### src/rtl/spa_pkg.sv
package spa_pkg;

  localparam int IDX_W = 3;
  localparam int VAL_W = 32;
  localparam int DEV_W = 33;
  localparam int PI_W  = 63;
  localparam int CNT_W = 32;
  localparam int NV_W  = 4;

  localparam logic [1:0] OP_LOAD_MEAN = 2'd0;
  localparam logic [1:0] OP_LOAD_COV  = 2'd1;
  localparam logic [1:0] OP_SAMPLE    = 2'd2;
  localparam logic [1:0] OP_FINISH    = 2'd3;

  localparam logic [PI_W-1:0]  PI_MAX    = {PI_W{1'b1}};
  localparam logic [CNT_W-1:0] COUNT_MAX = {CNT_W{1'b1}};

  typedef struct packed {
    logic [1:0]       operation;
    logic [IDX_W-1:0] row_index;
    logic [IDX_W-1:0] col_index;
    logic [VAL_W-1:0] value;
  } spa_in_t;

  typedef struct packed {
    logic [IDX_W-1:0] out_row;
    logic [IDX_W-1:0] out_col;
    logic [PI_W-1:0]  pi_value;
    logic             last_entry;
  } spa_out_t;

  // deviation travelling round the ring with its column index
  typedef struct packed {
    logic [DEV_W-1:0] d;
    logic [IDX_W-1:0] j;
  } spa_mv_t;

  typedef struct packed {
    logic             active;
    logic             mean_we;
    logic             cov_we;
    logic             dev_we;
    logic             mv_load;
    logic             mv_shift;
    logic             clr;
    logic [IDX_W-1:0] col;
    logic [IDX_W-1:0] rd_col;
    logic [VAL_W-1:0] value;
  } spa_ctl_t;

  typedef struct packed {
    logic busy;
    logic done;
  } spa_div_st_t;

endpackage

### src/rtl/spa_div.sv
module spa_div import spa_pkg::*; (
  input  logic             clk,
  input  logic             rst_n,
  input  logic             start,
  input  logic [PI_W-1:0]  dividend,
  input  logic [CNT_W-1:0] divisor,
  output spa_div_st_t      status,
  output logic [PI_W-1:0]  quotient
);

  logic [PI_W-1:0]  quo_r;
  logic [CNT_W-1:0] rem_r;
  logic [5:0]       cnt_r;
  logic             busy_r, done_r;
  logic [CNT_W:0]   sh, diff;

  assign sh       = {rem_r, quo_r[PI_W-1]};
  assign diff     = sh - {1'b0, divisor};
  assign status   = '{busy: busy_r, done: done_r};
  assign quotient = (divisor == '0) ? '0 : quo_r;

  always_ff @(posedge clk) begin
    if (!rst_n) begin
      busy_r <= 1'b0;
      done_r <= 1'b0;
      cnt_r  <= '0;
    end else begin
      done_r <= 1'b0;
      if (start) begin
        busy_r <= 1'b1;
        cnt_r  <= 6'(PI_W);
      end else if (busy_r) begin
        cnt_r <= cnt_r - 1'b1;
        if (cnt_r == 6'd1) begin
          busy_r <= 1'b0;
          done_r <= 1'b1;
        end
      end
    end
  end

  // restoring division, one quotient bit a cycle
  always_ff @(posedge clk) begin
    if (start) begin
      quo_r <= dividend;
      rem_r <= '0;
    end else if (busy_r) begin
      if (!diff[CNT_W]) begin
        rem_r <= diff[CNT_W-1:0];
        quo_r <= {quo_r[PI_W-2:0], 1'b1};
      end else begin
        rem_r <= sh[CNT_W-1:0];
        quo_r <= {quo_r[PI_W-2:0], 1'b0};
      end
    end
  end

endmodule

### config.mk
export PLATFORM = sky130hd
export DESIGN_NAME = spa_div
export DESIGN_NICKNAME = d
export VERILOG_FILES = /design/src/rtl/spa_pkg.sv /design/src/rtl/spa_div.sv
export SDC_FILE = /design/constraint.sdc
export NUM_CORES = 1
export LEC_CHECK = 0
export BUFFER_PORTS_ARGS = -buffer_cell sky130_fd_sc_hd__buf_4
export CAP_MARGIN = 20
export CORE_UTILIZATION = 45
export DETAILED_ROUTE_END_ITERATION = 10
export GPL_TIMING_DRIVEN = 0
export PLACE_DENSITY = 0.69
export SYNTH_ARGS = -nofsm -noshare
export SYNTH_HDL_FRONTEND = slang
export SYNTH_SLANG_ARGS = --single-unit
### constraint.sdc
create_clock -name clk -period 3.34 [get_ports clk]
set_input_delay 0.501 -clock clk [delete_from_list [all_inputs] [get_ports clk]]
set_output_delay 0.501 -clock clk [all_outputs]
set_load 0.02 [all_outputs]
==> impl_metrics.ini <==
[min_path]
holdPathEnd = busy_r
hold_depth = 2
worstHoldStart = rst_n
hp-class = input pin to flip-flop

[synthesis]
async_reset_ff_frac = 0
yosys_warnings = 0
seq_area_frac_synth = 0.386
ys_types = 56
synth_edf_count = 63
netlist_instances = 691
synthesis.area_um2 = 6980
synth_nets = 824
syn_area_per_cell_um2 = 10.1
ys.flop_type = edfxtp_1
synth_seq_cells = 103

[sta]
fin_ws_ns = 0.174
min_period_ns = 3.17
fin_tns_setup_ns = 0
rsz0062_at_grt = false
drv_slew = 0
hold_violations = 0
fmax_mhz = 316
maxSlewHeadroom = 0.411
worstMarginPinSlew_ns = 0.884
fin_crit_sh = 0.948
setup_violations = 0
clock_skew_ns = 0.00903

[setup_path]
cp.arrival_ns = 2.67
r2r-end = rem_r[15]
critPathKind = input pin to primary output
r2r_cells = 13
startpoint_type = input pin
path_max_fanout = 10
r2r-start = quo_r[62]
regToRegSetupSlack_ns = 0.29
critPathRequiredTime_ns = 2.84
worstSetupEndpointType = primary output

[floorplan]
core_um2 = 15100
initial_utilization = 0.461
die-area_um2 = 16000
rows = 45
fp.dieW_um = 127
die_y_um = 127
io_pins = 163

[placed_design]
gp_congestion = 0.911
hpwlAfterDp_um = 13500
io_buffers = 161
place_ws_ns = -0.240

[clock_tree]
clk_latency_ns = 0.36
cts_tree = done
numCtsBuffers = 9
clkTransAtPathRegs_ns = 0.08
root_buffer = clkbuf_16
cts.sink_count = 103
cts_max_path_buffers = 2
ctsHtreeMaxLevel = 3

[finish]
antenna_cells = 0
finish.utilization = 0.578
syn_to_final_growth_pct = 25.3
fin_nets = 998
drive_gt1_frac = 0.328

[drt]
drtIter0Drc = 343
drt-total-wl_um = 17700
wl_per_cell_um = 16.7
drcViolationCount = 0
firstDrtPassIters = 4
via_per_inst = 5.42
num_vias = 5732
drtAntennaViolNets = 0

[global_route]
overflow = 0
grt_pass1_wl_um = 29000
antenna_found_initial = 0
grt_pass1_vias = 5845
grt_max_degree = 64
grt_usage = 0.227

[power]
p_total_mw = 3.74
vdd_drop_max_v = 0.000317
p_leak_nw = 3.64
powerDensity_nw_per_um2 = 428

[job]
cap_violations = 0

[run_status]
outcome = finished, final reports clean
[final cells by class]
class,instances,area [um2]
fillers,1322,6390
multi-input cells,508,3820
flip-flops and latches,103,2690
repair buffers,163,1220
plain buffers,35,324
well taps,188,235
clock buffers,10,229
inverters,45,169
clock inverters,6,58.8
[stage by stage]
step                      std cells  area, um2  hold slack (ns)
final                          1058       8750            0.426
after global routing           1058       8750            0.433
after CTS                      1056       8720            0.415
after detailed placement       1040       8430            0.493
after global placement         1040       8430            0.481
after floorplan                 691       6980            0.458
[cells in the final DEF (no fill, tap or decap), types with 3 or more instances in the layout]
cell | Yosys | routed
nor2_1 | 49 | 48
nor3_1 | 5 | 5
a31oi_1 | 4 | 4
o21ai_0 | 13 | 13
nand3_1 | 13 | 13
a21o_1 | 6 | 6
dfxtp_1 | 40 | 40
o21a_1 | 6 | 6
nor4_1 | 9 | 9
a211oi_1 | 28 | 28
inv_1 | 45 | 45
nor3b_1 | 3 | 3
clkbuf_1 | 12 | 13
a21oi_1 | 42 | 41
ha_1 | 34 | 34
and3_2 | 4 | 4
a21oi_2 | 2 | 3
clkbuf_8 | 13 | 13
o21bai_1 | 6 | 6
mux2_2 | 62 | 62
xor2_1 | 11 | 11
nand2_1 | 33 | 33
o211ai_1 | 12 | 12
mux2i_1 | 27 | 27
xnor2_1 | 23 | 23
clkbuf_16 | 0 | 9
nor2b_1 | 65 | 65
a21boi_0 | 7 | 7
nand2b_1 | 8 | 8
buf_4 | 3 | 166
buf_6 | 6 | 6
inv_8 | 0 | 3
nand4_1 | 7 | 7
edfxtp_1 | 63 | 63
[how the worst max path moves through the flow]
stage | to | start | cells after the start | slack (ns)
final | quotient[29] | divisor[28] | 7 | 0.17
after global routing | rem_r[29] | quo_r[62] | 13 | 0.06
after floorplan | rem_r[20] | divisor[0] | 11 | 0.42
after CTS | rem_r[15] | quo_r[62] | 12 | 0.01
after detailed placement | rem_r[15] | divisor[0] | 12 | -0.24
after global placement | rem_r[15] | divisor[0] | 12 | -0.18
[kinds of logic after synthesis]
logic type	Yosys count	synth area share
XOR/XNOR	34	0.0426
AND/OR/NAND/NOR	204	0.154
flip-flops	103	0.386
adder cells (fa/ha/maj)	35	0.0638
buffers and inverters	80	0.0706
multiplexers	89	0.139
AO/OA/AOI/OAI	146	0.145
[critical path, cell delays in order]
cell and delay [ns]:
buf_4 0.11, nor4_1 0.57, nand4_1 0.29, nor2_2 0.45
clkbuf_1 0.42, nor2b_1 0.14, buf_4 0.19
[synth_stat cells (3+ instances only)]
master | number | area, um2
mux2i_1 | 27 | 270
xnor2_1 | 23 | 201
clkbuf_1 | 12 | 45.0
nand4_1 | 7 | 43.8
o211ai_1 | 12 | 90.1
o21ai_0 | 13 | 65.1
a21boi_0 | 7 | 52.6
nor4_1 | 9 | 56.3
nand3_1 | 13 | 65.1
a31oi_1 | 4 | 25.0
xor2_1 | 11 | 96.3
a21o_1 | 6 | 45.0
a21oi_1 | 42 | 210
o21a_1 | 6 | 45.0
dfxtp_1 | 40 | 801
buf_6 | 6 | 67.6
mux2_2 | 62 | 698
nor3_1 | 5 | 25.0
and3_2 | 4 | 30.0
nor3b_1 | 3 | 22.5
nor2_1 | 49 | 184
a211oi_1 | 28 | 210
buf_4 | 3 | 22.5
nor2b_1 | 65 | 407
nand2_1 | 33 | 124
nand2b_1 | 8 | 50.1
inv_1 | 45 | 169
edfxtp_1 | 63 | 1890
ha_1 | 34 | 425
clkbuf_8 | 13 | 179
o21bai_1 | 6 | 45.0
[registers in the layout, summed over array words and instances, names as in the netlist]
signal,cells
quo_r,63
rem_r,32
cnt_r,6
busy_r,1
done_r,1
[timing repair]
| item | 4_1_cts | 5_1_grt |
|---|---|---|
| setup endpoints to repair | 12 | 31 |
| hold buffers | 0 | 0 |
| pin swaps | 0 | 1 |
| setup buffers | 0 | 2 |
| gates resized for setup | 1 | 4 |
[routing by layer]
metal,share of wire,vias up,global-route usage,wire [um]
li1,-,2831,-,-
met1,0.42,2720,0.271,7510
met2,0.48,167,0.389,8510
met3,0.084,14,0.0865,1480
met4,0.010,0,0.0489,179
met5,0,-,0,0
[report_power, final]
group	total, mW	internal (mW)	switching [mW]	leakage (nW)
sequential	1.56	1.49	0.0713	0.964
clock	1.06	0.527	0.536	0.139
combinational	1.12	0.537	0.578	2.54
total	3.74	2.56	1.19	3.64
Note: power is estimated with default switching activity, not from simulation.
